File: config.mk
export PLATFORM = sky130hd
export DESIGN_NAME = compaction_region_planner_core_flat
export DESIGN_NICKNAME = d
export VERILOG_FILES = /design/src/rtl/crp_pkg.sv /design/src/rtl/crp_if.sv /design/src/rtl/crp_screen.sv /design/src/rtl/compaction_region_planner_core.sv /design/src/flat_wrapper.sv
export VERILOG_INCLUDE_DIRS = /design/src /design/src/rtl
export SDC_FILE = /design/constraint.sdc
export NUM_CORES = 2
export LEC_CHECK = 0
export BUFFER_PORTS_ARGS = -buffer_cell sky130_fd_sc_hd__buf_2
export CAP_MARGIN = 0
export CORE_MARGIN = 4
export CORE_UTILIZATION = 62
export CTS_CLUSTER_SIZE = 12
export DETAILED_ROUTE_END_ITERATION = 8
export PLACE_DENSITY = 0.85
export SYNTH_ARGS = -nofsm -noshare
export SYNTH_HDL_FRONTEND = slang
export SYNTH_SLANG_ARGS = --single-unit
File: constraint.sdc
create_clock -name clk -period 43.8 [get_ports clk]
set_input_delay 6.57 -clock clk [delete_from_list [all_inputs] [get_ports clk]]
set_output_delay 6.57 -clock clk [all_outputs]
set_load 0.05 [all_outputs]
File: src/rtl/compaction_region_planner_core_assert.svh
// Assertion macros used by the planner core RTL.
// Each macro expects signals named clk and rst_n in the including scope.
`ifndef COMPACTION_REGION_PLANNER_CORE_ASSERT_SVH
`define COMPACTION_REGION_PLANNER_CORE_ASSERT_SVH

// The consequent must hold in the same cycle as the antecedent.
`define CRP_ASSERT_SAME(lbl, ante, cons, msg) \
  lbl: assert property (@(posedge clk) disable iff (!rst_n) (ante) |-> (cons)) \
    else $error(msg);

// The consequent must hold in the cycle after the antecedent.
`define CRP_ASSERT_NEXT(lbl, ante, cons, msg) \
  lbl: assert property (@(posedge clk) disable iff (!rst_n) (ante) |=> (cons)) \
    else $error(msg);

`endif

File: src/rtl/crp_pkg.sv
`default_nettype none

package crp_pkg;

  // Field widths.
  localparam int BYTES_W    = 64;
  localparam int KIND_W     = 3;
  localparam int PCT_W      = 7;
  localparam int POS_W      = 10;
  localparam int CNT_W      = 11;
  localparam int PROD_W     = BYTES_W + PCT_W;
  localparam int CFG_IDX_W  = 2;
  localparam int CFG_DATA_W = 64;

  // Threshold above this percentage is rejected.
  localparam logic [PCT_W-1:0] PCT_MAX = PCT_W'(100);

  // Region counters stop at their largest value.
  localparam logic [CNT_W-1:0] CNT_MAX = '1;
  localparam logic [BYTES_W-1:0] BYTES_MAX = '1;

  // Region kind codes.
  localparam logic [KIND_W-1:0] KIND_INVALID   = 3'd0;
  localparam logic [KIND_W-1:0] KIND_OLD       = 3'd1;
  localparam logic [KIND_W-1:0] KIND_PINNED    = 3'd2;
  localparam logic [KIND_W-1:0] KIND_LARGE     = 3'd3;
  localparam logic [KIND_W-1:0] KIND_PERMANENT = 3'd4;
  localparam logic [KIND_W-1:0] KIND_OTHER     = 3'd5;

  // Configuration register indexes.
  localparam logic [CFG_IDX_W-1:0] CFG_BUDGET    = 2'd0;
  localparam logic [CFG_IDX_W-1:0] CFG_THRESHOLD = 2'd1;
  localparam logic [CFG_IDX_W-1:0] CFG_MOVING    = 2'd2;

  typedef enum logic [1:0] {
    STATUS_OK         = 2'd0,
    STATUS_BAD_ARG    = 2'd1,
    STATUS_BAD_REGION = 2'd2,
    STATUS_BUDGET     = 2'd3
  } crp_status_t;

  // One region descriptor as it enters the pipeline.
  typedef struct packed {
    logic [KIND_W-1:0]  kind;
    logic [BYTES_W-1:0] capacity;
    logic [BYTES_W-1:0] used;
    logic [BYTES_W-1:0] live;
    logic               last;
  } crp_desc_t;

  // A screened region, handed from the screening pipeline to the accumulator.
  typedef struct packed {
    logic               valid;
    logic               last;
    logic               bad;
    logic               pinned;
    logic               cand;
    logic [BYTES_W-1:0] used;
    logic [BYTES_W-1:0] live;
    logic [BYTES_W-1:0] reclaim;
  } crp_screened_t;

  // The plan result.
  typedef struct packed {
    crp_status_t        status;
    logic [POS_W-1:0]   error_index;
    logic [CNT_W-1:0]   pinned_count;
    logic [BYTES_W-1:0] pinned_total;
    logic [CNT_W-1:0]   candidate_count;
    logic [BYTES_W-1:0] candidate_total;
    logic [BYTES_W-1:0] movable_total;
    logic [BYTES_W-1:0] planned_total;
    logic [BYTES_W-1:0] work_units;
    logic               eligible;
    logic               deferred;
    logic               moving_mode;
  } crp_result_t;

  // Add two byte counts, sticking at the largest value.
  function automatic logic [BYTES_W-1:0] sat_add(input logic [BYTES_W-1:0] a,
                                                 input logic [BYTES_W-1:0] b);
    logic [BYTES_W:0] s;
    s = {1'b0, a} + {1'b0, b};
    return s[BYTES_W] ? BYTES_MAX : s[BYTES_W-1:0];
  endfunction

  // Step a region counter, sticking at the largest value.
  function automatic logic [CNT_W-1:0] cnt_inc(input logic [CNT_W-1:0] c);
    return (c == CNT_MAX) ? c : c + CNT_W'(1);
  endfunction

endpackage

`default_nettype wire

File: src/rtl/crp_if.sv
`default_nettype none

// Region descriptor stream.
interface crp_region_if;
  import crp_pkg::*;

  logic               valid;
  logic               ready;
  logic [KIND_W-1:0]  region_kind;
  logic [BYTES_W-1:0] capacity_bytes;
  logic [BYTES_W-1:0] used_bytes;
  logic [BYTES_W-1:0] live_bytes;
  logic               last_region;

  modport source (output valid, region_kind, capacity_bytes, used_bytes, live_bytes,
                  last_region, input ready);
  modport sink (input valid, region_kind, capacity_bytes, used_bytes, live_bytes,
                last_region, output ready);
endinterface

// Plan result stream.
interface crp_plan_if;
  import crp_pkg::*;

  logic               valid;
  logic               ready;
  logic [1:0]         status;
  logic [POS_W-1:0]   error_index;
  logic [CNT_W-1:0]   pinned_count;
  logic [BYTES_W-1:0] pinned_total;
  logic [CNT_W-1:0]   candidate_count;
  logic [BYTES_W-1:0] candidate_total;
  logic [BYTES_W-1:0] movable_total;
  logic [BYTES_W-1:0] planned_total;
  logic [BYTES_W-1:0] work_units;
  logic               eligible;
  logic               deferred;
  logic               moving_mode;

  modport source (output valid, status, error_index, pinned_count, pinned_total,
                  candidate_count, candidate_total, movable_total, planned_total,
                  work_units, eligible, deferred, moving_mode, input ready);
  modport sink (input valid, status, error_index, pinned_count, pinned_total,
                candidate_count, candidate_total, movable_total, planned_total,
                work_units, eligible, deferred, moving_mode, output ready);
endinterface

`default_nettype wire

File: src/rtl/crp_screen.sv
`default_nettype none

// Three-stage screening pipeline: captures a descriptor, validates and
// classifies it, then tests the fragmentation threshold. All stages move
// together when adv is high.
module crp_screen (
  input  wire                          clk,
  input  wire                          rst_n,
  input  wire                          adv,
  input  wire                          in_valid,
  input  wire crp_pkg::crp_desc_t      in_desc,
  input  wire [crp_pkg::PCT_W-1:0]     pct_i,
  output crp_pkg::crp_screened_t       screened_o
);
  import crp_pkg::*;

  // Stage one: the captured descriptor.
  logic      s1_valid_r;
  crp_desc_t s1_r;

  // Stage two: classification, reclaimable bytes and the threshold product.
  logic               s2_valid_r;
  logic               s2_last_r;
  logic               s2_bad_r;
  logic               s2_pinned_r;
  logic               s2_old_r;
  logic [BYTES_W-1:0] s2_used_r;
  logic [BYTES_W-1:0] s2_live_r;
  logic [BYTES_W-1:0] s2_reclaim_r;
  logic [PROD_W-1:0]  s2_prod_r;

  // Stage three: the screened region.
  crp_screened_t s3_r;

  logic               s2_bad_nxt;
  logic               s2_pinned_nxt;
  logic               s2_old_nxt;
  logic [PROD_W-1:0]  reclaim_x100;
  logic               meets;

  // Kind decode and range checks on the captured descriptor.
  always_comb begin
    s2_pinned_nxt = 1'b0;
    s2_old_nxt    = 1'b0;
    s2_bad_nxt    = (s1_r.used > s1_r.capacity) || (s1_r.live > s1_r.used);
    unique case (s1_r.kind)
      KIND_OLD: begin
        s2_old_nxt = 1'b1;
      end
      KIND_PINNED, KIND_LARGE, KIND_PERMANENT: begin
        s2_pinned_nxt = 1'b1;
      end
      KIND_OTHER: begin
      end
      default: begin
        s2_bad_nxt = 1'b1;
      end
    endcase
  end

  // Threshold test: with used and pct nonzero, reclaim * 100 >= used * pct, which
  // equals the rounded-down percentage comparison whenever the percentage is legal.
  assign reclaim_x100 = (PROD_W'(s2_reclaim_r) << 6) + (PROD_W'(s2_reclaim_r) << 5)
                      + (PROD_W'(s2_reclaim_r) << 2);

  always_comb begin
    if (s2_used_r == '0) begin
      meets = 1'b0;
    end else if (pct_i == '0) begin
      meets = (s2_reclaim_r != '0);
    end else begin
      meets = (reclaim_x100 >= s2_prod_r);
    end
  end

  // Stage registers; only the valid flags are reset.
  always_ff @(posedge clk) begin
    if (!rst_n) begin
      s1_valid_r <= 1'b0;
      s2_valid_r <= 1'b0;
      s3_r.valid <= 1'b0;
    end else if (adv) begin
      s1_valid_r   <= in_valid;
      s2_valid_r   <= s1_valid_r;
      s3_r.valid   <= s2_valid_r;
      s1_r         <= in_desc;
      s2_last_r    <= s1_r.last;
      s2_bad_r     <= s2_bad_nxt;
      s2_pinned_r  <= s2_pinned_nxt;
      s2_old_r     <= s2_old_nxt;
      s2_used_r    <= s1_r.used;
      s2_live_r    <= s1_r.live;
      s2_reclaim_r <= s1_r.used - s1_r.live;
      s2_prod_r    <= PROD_W'(s1_r.used) * PROD_W'(pct_i);
      s3_r.last    <= s2_last_r;
      s3_r.bad     <= s2_bad_r;
      s3_r.pinned  <= s2_pinned_r;
      s3_r.cand    <= s2_old_r && meets;
      s3_r.used    <= s2_used_r;
      s3_r.live    <= s2_live_r;
      s3_r.reclaim <= s2_reclaim_r;
    end
  end

  assign screened_o = s3_r;

endmodule

`default_nettype wire

File: src/rtl/compaction_region_planner_core.sv
// Compaction region planner. Region descriptors stream in one transaction per
// cycle while in_region.ready is high; the list ends with a descriptor whose
// last_region bit is set, and only that descriptor produces a result
// transaction, carrying the plan or an error status. A descriptor passes three
// screening registers (capture, classify with the used-times-percentage
// product, threshold compare) and is then folded into the running counts and
// sums, whose update is the loop that sets the rate of one descriptor per cycle.
// A finished plan waits in the output register and a second one in a spare
// register behind it, so the pipeline keeps moving while one plan is held; only
// when the spare is also full does in_region.ready drop, and it is then driven
// from that register alone.
// Configuration registers should only be written between lists, with the
// pipeline drained.
`default_nettype none

module compaction_region_planner_core (
  input  wire                              clk,
  input  wire                              rst_n,
  crp_region_if.sink                       in_region,
  crp_plan_if.source                       out_plan,
  input  wire                              cfg_we,
  input  wire [crp_pkg::CFG_IDX_W-1:0]     cfg_index,
  input  wire [crp_pkg::CFG_DATA_W-1:0]    cfg_data
);
  import crp_pkg::*;

  `include "compaction_region_planner_core_assert.svh"

  // Configuration registers.
  logic [BYTES_W-1:0] budget_r;
  logic [PCT_W-1:0]   pct_r;
  logic               allow_moving_r;

  // Per-list state.
  logic [POS_W-1:0]   pos_r,          pos_nxt;
  logic               err_r,          err_nxt;
  logic [POS_W-1:0]   err_pos_r,      err_pos_nxt;
  logic [CNT_W-1:0]   pinned_cnt_r,   pinned_cnt_nxt;
  logic [BYTES_W-1:0] pinned_sum_r,   pinned_sum_nxt;
  logic [CNT_W-1:0]   cand_cnt_r,     cand_cnt_nxt;
  logic [BYTES_W-1:0] cand_sum_r,     cand_sum_nxt;
  logic [BYTES_W-1:0] movable_sum_r,  movable_sum_nxt;
  logic [BYTES_W-1:0] planned_sum_r,  planned_sum_nxt;
  logic [CNT_W-1:0]   planned_cnt_r,  planned_cnt_nxt;
  logic               budget_hit_r,   budget_hit_nxt;

  // Result register and the spare behind it.
  logic               out_valid_r;
  crp_result_t        res_r, res_nxt;
  logic               spare_valid_r;
  crp_result_t        spare_r;

  logic               adv;
  logic               acc_fire;
  logic               plan_done;
  logic               out_free;
  crp_desc_t          in_desc;
  crp_screened_t      sc;
  logic               over_budget;
  logic [BYTES_W:0]   plan_add;
  logic               budget_miss;

  // The pipeline moves unless the spare plan register is occupied.
  assign adv             = !spare_valid_r;
  assign in_region.ready = adv;
  assign acc_fire        = adv && sc.valid;
  assign plan_done       = acc_fire && sc.last;
  assign out_free        = !out_valid_r || out_plan.ready;

  assign in_desc.kind     = in_region.region_kind;
  assign in_desc.capacity = in_region.capacity_bytes;
  assign in_desc.used     = in_region.used_bytes;
  assign in_desc.live     = in_region.live_bytes;
  assign in_desc.last     = in_region.last_region;

  crp_screen u_screen (
    .clk        (clk),
    .rst_n      (rst_n),
    .adv        (adv),
    .in_valid   (in_region.valid),
    .in_desc    (in_desc),
    .pct_i      (pct_r),
    .screened_o (sc)
  );

  // Configuration writes.
  always_ff @(posedge clk) begin
    if (!rst_n) begin
      budget_r       <= '0;
      pct_r          <= '0;
      allow_moving_r <= 1'b0;
    end else if (cfg_we) begin
      unique case (cfg_index)
        CFG_BUDGET:    budget_r       <= cfg_data[BYTES_W-1:0];
        CFG_THRESHOLD: pct_r          <= cfg_data[PCT_W-1:0];
        CFG_MOVING:    allow_moving_r <= cfg_data[0];
        default: ;
      endcase
    end
  end

  // Budget admission. When the budget is nonzero and the planned sum already
  // exceeds it there is no room, so only a region with no live bytes gets in.
  assign over_budget = (planned_sum_r > budget_r);
  assign plan_add    = {1'b0, planned_sum_r} + {1'b0, sc.live};
  assign budget_miss = (budget_r != '0) &&
                       (over_budget ? (sc.live != '0) : (plan_add > {1'b0, budget_r}));

  // Fold one screened region into the running state.
  always_comb begin
    pos_nxt         = pos_r + POS_W'(1);
    err_nxt         = err_r;
    err_pos_nxt     = err_pos_r;
    pinned_cnt_nxt  = pinned_cnt_r;
    pinned_sum_nxt  = pinned_sum_r;
    cand_cnt_nxt    = cand_cnt_r;
    cand_sum_nxt    = cand_sum_r;
    movable_sum_nxt = movable_sum_r;
    planned_sum_nxt = planned_sum_r;
    planned_cnt_nxt = planned_cnt_r;
    budget_hit_nxt  = budget_hit_r;
    if (!err_r) begin
      if (sc.bad) begin
        err_nxt     = 1'b1;
        err_pos_nxt = pos_r;
      end else if (sc.pinned) begin
        pinned_cnt_nxt = cnt_inc(pinned_cnt_r);
        pinned_sum_nxt = sat_add(pinned_sum_r, sc.used);
      end else if (sc.cand) begin
        cand_cnt_nxt    = cnt_inc(cand_cnt_r);
        cand_sum_nxt    = sat_add(cand_sum_r, sc.reclaim);
        movable_sum_nxt = sat_add(movable_sum_r, sc.live);
        if (allow_moving_r) begin
          if (budget_miss) begin
            budget_hit_nxt = 1'b1;
          end else begin
            planned_sum_nxt = plan_add[BYTES_W] ? BYTES_MAX : plan_add[BYTES_W-1:0];
            planned_cnt_nxt = cnt_inc(planned_cnt_r);
          end
        end
      end
    end
  end

  // Build the result from the state after this region. With a nonzero budget the
  // planned sum only ends above the budget if it was already above it.
  always_comb begin
    res_nxt = '0;
    if (pct_r > PCT_MAX) begin
      res_nxt.status = STATUS_BAD_ARG;
    end else if (err_nxt) begin
      res_nxt.status      = STATUS_BAD_REGION;
      res_nxt.error_index = err_pos_nxt;
    end else if (allow_moving_r && (budget_r != '0) && over_budget) begin
      res_nxt.status = STATUS_BUDGET;
    end else begin
      res_nxt.status          = STATUS_OK;
      res_nxt.pinned_count    = pinned_cnt_nxt;
      res_nxt.pinned_total    = pinned_sum_nxt;
      res_nxt.candidate_count = cand_cnt_nxt;
      res_nxt.candidate_total = cand_sum_nxt;
      res_nxt.movable_total   = movable_sum_nxt;
      res_nxt.moving_mode     = allow_moving_r;
      if (allow_moving_r) begin
        res_nxt.planned_total = planned_sum_nxt;
        res_nxt.eligible      = (planned_cnt_nxt != '0);
        res_nxt.deferred      = budget_hit_nxt || (planned_cnt_nxt < cand_cnt_nxt);
      end else begin
        res_nxt.deferred      = (cand_cnt_nxt != '0);
      end
      res_nxt.work_units = res_nxt.eligible ? planned_sum_nxt : movable_sum_nxt;
    end
  end

  // Running state; the last region of a list clears it.
  always_ff @(posedge clk) begin
    if (!rst_n || plan_done) begin
      pos_r         <= '0;
      err_r         <= 1'b0;
      err_pos_r     <= '0;
      pinned_cnt_r  <= '0;
      pinned_sum_r  <= '0;
      cand_cnt_r    <= '0;
      cand_sum_r    <= '0;
      movable_sum_r <= '0;
      planned_sum_r <= '0;
      planned_cnt_r <= '0;
      budget_hit_r  <= 1'b0;
    end else if (acc_fire) begin
      pos_r         <= pos_nxt;
      err_r         <= err_nxt;
      err_pos_r     <= err_pos_nxt;
      pinned_cnt_r  <= pinned_cnt_nxt;
      pinned_sum_r  <= pinned_sum_nxt;
      cand_cnt_r    <= cand_cnt_nxt;
      cand_sum_r    <= cand_sum_nxt;
      movable_sum_r <= movable_sum_nxt;
      planned_sum_r <= planned_sum_nxt;
      planned_cnt_r <= planned_cnt_nxt;
      budget_hit_r  <= budget_hit_nxt;
    end
  end

  // Result transaction flags. A plan finished while the output register is
  // still held goes to the spare, which moves forward once the output is taken.
  always_ff @(posedge clk) begin
    if (!rst_n) begin
      out_valid_r   <= 1'b0;
      spare_valid_r <= 1'b0;
    end else begin
      if (out_free) begin
        out_valid_r <= spare_valid_r || plan_done;
      end
      if (spare_valid_r) begin
        if (out_plan.ready) begin
          spare_valid_r <= 1'b0;
        end
      end else if (plan_done && !out_free) begin
        spare_valid_r <= 1'b1;
      end
    end
  end

  // Result transaction payloads.
  always_ff @(posedge clk) begin
    if (out_free && spare_valid_r) begin
      res_r <= spare_r;
    end else if (out_free && plan_done) begin
      res_r <= res_nxt;
    end
    if (plan_done && !out_free) begin
      spare_r <= res_nxt;
    end
  end

  assign out_plan.valid           = out_valid_r;
  assign out_plan.status          = res_r.status;
  assign out_plan.error_index     = res_r.error_index;
  assign out_plan.pinned_count    = res_r.pinned_count;
  assign out_plan.pinned_total    = res_r.pinned_total;
  assign out_plan.candidate_count = res_r.candidate_count;
  assign out_plan.candidate_total = res_r.candidate_total;
  assign out_plan.movable_total   = res_r.movable_total;
  assign out_plan.planned_total   = res_r.planned_total;
  assign out_plan.work_units      = res_r.work_units;
  assign out_plan.eligible        = res_r.eligible;
  assign out_plan.deferred        = res_r.deferred;
  assign out_plan.moving_mode     = res_r.moving_mode;

  // The last region of a list leaves the position counter at zero.
  `CRP_ASSERT_NEXT(a_list_clear, acc_fire && sc.last, pos_r == '0, "list state not cleared")

  // An error result carries no plan.
  `CRP_ASSERT_SAME(a_error_empty, out_valid_r && (res_r.status != STATUS_OK),
    (res_r.pinned_count == '0) && (res_r.work_units == '0) && !res_r.moving_mode,
    "error result carries plan fields")

  // A planned move only happens in moving mode and sets the work units.
  `CRP_ASSERT_SAME(a_eligible_mode, out_valid_r && res_r.eligible,
    res_r.moving_mode && (res_r.work_units == res_r.planned_total),
    "eligible plan inconsistent")

  // Every planned region is also a candidate.
  `CRP_ASSERT_SAME(a_planned_le_cand, 1'b1, planned_cnt_r <= cand_cnt_r,
    "more planned than candidate regions")

  // The spare only fills behind a plan that is already on offer.
  `CRP_ASSERT_SAME(a_spare_behind, spare_valid_r, out_valid_r,
    "spare plan held with the output empty")

endmodule

`default_nettype wire
File: src/flat_wrapper.sv
// flat-port wrapper written by rule: the top's interface ports become plain ports
module compaction_region_planner_core_flat import crp_pkg::*;
  (clk, rst_n, cfg_we, cfg_index, cfg_data, in_region_valid, in_region_region_kind, in_region_capacity_bytes, in_region_used_bytes, in_region_live_bytes, in_region_last_region, in_region_ready, out_plan_valid, out_plan_status, out_plan_error_index, out_plan_pinned_count, out_plan_pinned_total, out_plan_candidate_count, out_plan_candidate_total, out_plan_movable_total, out_plan_planned_total, out_plan_work_units, out_plan_eligible, out_plan_deferred, out_plan_moving_mode, out_plan_ready);
  crp_region_if in_region_i ();
  crp_plan_if out_plan_i ();
  input  wire clk;
  input  wire rst_n;
  input  wire cfg_we;
  input  wire [crp_pkg::CFG_IDX_W-1:0] cfg_index;
  input  wire [crp_pkg::CFG_DATA_W-1:0] cfg_data;
  input wire logic [$bits(in_region_i.valid)-1:0] in_region_valid;
  input wire logic [$bits(in_region_i.region_kind)-1:0] in_region_region_kind;
  input wire logic [$bits(in_region_i.capacity_bytes)-1:0] in_region_capacity_bytes;
  input wire logic [$bits(in_region_i.used_bytes)-1:0] in_region_used_bytes;
  input wire logic [$bits(in_region_i.live_bytes)-1:0] in_region_live_bytes;
  input wire logic [$bits(in_region_i.last_region)-1:0] in_region_last_region;
  output wire logic [$bits(in_region_i.ready)-1:0] in_region_ready;
  output wire logic [$bits(out_plan_i.valid)-1:0] out_plan_valid;
  output wire logic [$bits(out_plan_i.status)-1:0] out_plan_status;
  output wire logic [$bits(out_plan_i.error_index)-1:0] out_plan_error_index;
  output wire logic [$bits(out_plan_i.pinned_count)-1:0] out_plan_pinned_count;
  output wire logic [$bits(out_plan_i.pinned_total)-1:0] out_plan_pinned_total;
  output wire logic [$bits(out_plan_i.candidate_count)-1:0] out_plan_candidate_count;
  output wire logic [$bits(out_plan_i.candidate_total)-1:0] out_plan_candidate_total;
  output wire logic [$bits(out_plan_i.movable_total)-1:0] out_plan_movable_total;
  output wire logic [$bits(out_plan_i.planned_total)-1:0] out_plan_planned_total;
  output wire logic [$bits(out_plan_i.work_units)-1:0] out_plan_work_units;
  output wire logic [$bits(out_plan_i.eligible)-1:0] out_plan_eligible;
  output wire logic [$bits(out_plan_i.deferred)-1:0] out_plan_deferred;
  output wire logic [$bits(out_plan_i.moving_mode)-1:0] out_plan_moving_mode;
  input wire logic [$bits(out_plan_i.ready)-1:0] out_plan_ready;
  assign in_region_i.valid = in_region_valid;
  assign in_region_i.region_kind = in_region_region_kind;
  assign in_region_i.capacity_bytes = in_region_capacity_bytes;
  assign in_region_i.used_bytes = in_region_used_bytes;
  assign in_region_i.live_bytes = in_region_live_bytes;
  assign in_region_i.last_region = in_region_last_region;
  assign in_region_ready = in_region_i.ready;
  assign out_plan_valid = out_plan_i.valid;
  assign out_plan_status = out_plan_i.status;
  assign out_plan_error_index = out_plan_i.error_index;
  assign out_plan_pinned_count = out_plan_i.pinned_count;
  assign out_plan_pinned_total = out_plan_i.pinned_total;
  assign out_plan_candidate_count = out_plan_i.candidate_count;
  assign out_plan_candidate_total = out_plan_i.candidate_total;
  assign out_plan_movable_total = out_plan_i.movable_total;
  assign out_plan_planned_total = out_plan_i.planned_total;
  assign out_plan_work_units = out_plan_i.work_units;
  assign out_plan_eligible = out_plan_i.eligible;
  assign out_plan_deferred = out_plan_i.deferred;
  assign out_plan_moving_mode = out_plan_i.moving_mode;
  assign out_plan_i.ready = out_plan_ready;
  compaction_region_planner_core u_core (.clk(clk), .rst_n(rst_n), .in_region(in_region_i), .out_plan(out_plan_i), .cfg_we(cfg_we), .cfg_index(cfg_index), .cfg_data(cfg_data));
endmodule
==> impl_metrics.tcl <==
set metrics [dict create \
    status "finished, final reports clean" \
    netlist.area_leader.share_pct 38.1 \
    pre_cts_ws_ns 32.21 \
    pwr_density_cell_nw_per_um2 37.1 \
    dpl_cell_area_um2 113000 \
    cts-root-buf "clkbuf_16" \
    worstPathRequired_ns 44.27 \
    synth_area_um2 108000 \
    relSlewSlack_pct 8.83 \
    cts_buffer_depth 3 \
    hold_ws_ns 0.414 \
    rsz0062_at_grt "false" \
    period_needed_ns 10.88 \
    cp.arrival_ns 11.35 \
    setup_viol 0 \
    htreeDepth 4 \
    yosys-top-cells-area "edfxtp_1, ha_1, dfxtp_1" \
    setup-tns-final_ns 0 \
    yosys-top-cells-count "edfxtp_1, nand2_1, nor2_1" \
    post_cts_buffers 0 \
    ys_warn_count 0 \
    endpoint_kind "register" \
    dp_hpwl_um 270000 \
    cts_made_buffers 187 \
    ios 626 \
    wire_per_inst_um 26.6 \
    clock-sinks 1761 \
    r2r_slack_ns 33.88 \
    fin_cells 13500 \
    finalHoldViolCount 0 \
    drv_cap 0 \
    path_max_fanout 80 \
    via_count 87100 \
    p_leak_nw 49.7 \
    fin_nets 12400 \
    worstRegToRegCells 29 \
    ir_drop_mv 0.0357 \
    timing.final.crit_share_pct 24.8 \
    start_util_pct 62.3 \
    grtUsageTotal_pct 38.8 \
    wl_um 359000 \
    worst_slew_pin_slew_ns 1.36 \
    cp-start-kind "input pin" \
    core_um2 174000 \
    synth_nets 12000 \
    placed_cells 13100 \
    slew_violations 0 \
    first_iter_violations 10300 \
    avgSynthCellArea_um2 10.2 \
    die_h_um 426 \
    whs_path_depth 0 \
    clock.fmax_mhz 91.9 \
    timing.setup.critical_path_class "input pin to register" \
    ys_ff_latch 1761 \
    die_w_um 426 \
    postCtsHoldBufs 0 \
    ys.flop_type "edfxtp_1" \
    area_delta_synth_final_pct 10.4 \
    cts_tree "built" \
    synth_cell_types 100 \
    gr-total-overflow 0 \
    drive_gt1_share_pct 11.5 \
    port_buffers 625 \
    gp_congestion 1.06 \
    synth_edf_count 1373 \
    fin_ws_ns 32.92 \
    drc 0 \
    antenna_left 0 \
    via_per_inst 6.46 \
    clk_latency_ns 0.86 \
    clkTransAtPathRegs_ns 0.06 \
    grt_pass1_vias 84700 \
    cts_resized 0 \
    hold_class "register to register" \
    fp-row-count 153 \
    grt_max_degree 171 \
    grt_pass1_wl_um 527000 \
    ys_async_sr_fraction_pct 0 \
    fin_area_um2 120000 \
    synthCells 10600 \
    first_pass_iters 6 \
    synth_area_leader_cell "edfxtp_1" \
    dieArea_um2 181000 \
    grt_antenna_before_repair 30 \
    synth-seq-area-share_pct 45.2 \
    yosysMostFrequentCell "edfxtp_1" \
    finClkSkew_ns 0.0473 \
]
power breakdown:
part / switching [W] / internal [W]
logic: 0.000554 / 0.000371
registers: 0.0000762 / 0.00186
clock network: 0.000679 / 0.000895
total: 0.00131 / 0.00313
cell families after synthesis:
group | Yosys count | synth area share, %
AOI/OAI and AO/OA | 2625 | 16.1
xor gates and xnor gates | 458 | 3.70
adders and majority gates | 1159 | 16.0
buffers and inverters | 1173 | 4.11
DFF | 1761 | 45.2
muxes | 126 | 1.28
and+or+nand+nor | 3267 | 13.5
stage by stage:
step	total power (W)	util, %
global route	0.00462	68.8
CTS	0.00443	68.7
finish	0.00444	68.8
floorplan	0.00263	-
detailed placement	0.00287	65.3
global placement	0.00283	65.3
critical path, stage by stage:
cell	delay [ns]
buf_2	0.07
buf_4	0.52
nor2b_4	0.77
buf_4	0.64
buf_4	0.83
buf_4	0.87
buf_4	0.77
cell usage in the layout (no fill, tap or decap), types with 164 or more instances in the layout:
cell,instances
edfxtp_1,1373
nand2_1,1335
nor2_1,871
ha_1,784
a21oi_1,727
inv_1,687
buf_2,625
o21ai_0,468
dfxtp_1,382
fa_1,375
a21o_1,344
xnor2_1,285
clkbuf_16,190
xor2_1,173
a211oi_1,164
per-layer routing:
layer  GRT usage, %  up-vias  share of wire (%)
met5              0        -              0.012
met4           27.1        6                8.4
met3           6.78     1026                9.6
met2           59.6     5005                 44
met1           50.3    42200                 38
li1               -    38900                  -
registers in the layout, summed over array words and instances (netlist names), 11 cells and up:
register / flops
u_core.budget_r: 64
u_core.u_screen.s2_reclaim_r: 64
u_core.out_plan.pinned_count: 11
u_core.out_plan.work_units: 64
u_core.cand_cnt_r: 11
u_core.u_screen.screened_o: 197
u_core.spare_r: 357
u_core.u_screen.s1_r: 196
u_core.out_plan.candidate_total: 64
u_core.out_plan.movable_total: 64
u_core.u_screen.s2_used_r: 64
u_core.out_plan.pinned_total: 64
u_core.planned_cnt_r: 11
u_core.pinned_cnt_r: 11
u_core.u_screen.s2_prod_r: 71
u_core.planned_sum_r: 64
u_core.u_screen.s2_live_r: 64
u_core.cand_sum_r: 64
u_core.out_plan.candidate_count: 11
u_core.pinned_sum_r: 64
u_core.movable_sum_r: 64
u_core.out_plan.planned_total: 64
area by class of cell:
class	count	area (um2)
Antenna cell	15	37.5
Clock buffer	274	5210
Clock inverter	69	830
Fill cell	12800	54300
Inverter	689	2590
Multi-Input combinational cell	7635	55000
Sequential cell	1761	49000
Tap cell	2325	2910
Timing Repair Buffer	724	3950
worst paths after layout:
kind / from / endpoint
max: rst_n / u_core.u_screen.s1_r[110]
max reg2reg: u_core.u_screen.screened_o[65] / u_core.out_plan.work_units[42]
min reg2reg: u_core.u_screen.s2_live_r[60] / u_core.u_screen.screened_o[124]
min: u_core.u_screen.s2_live_r[60] / u_core.u_screen.screened_o[124]
No activity file was read; power rests on OpenSTA's default activity.
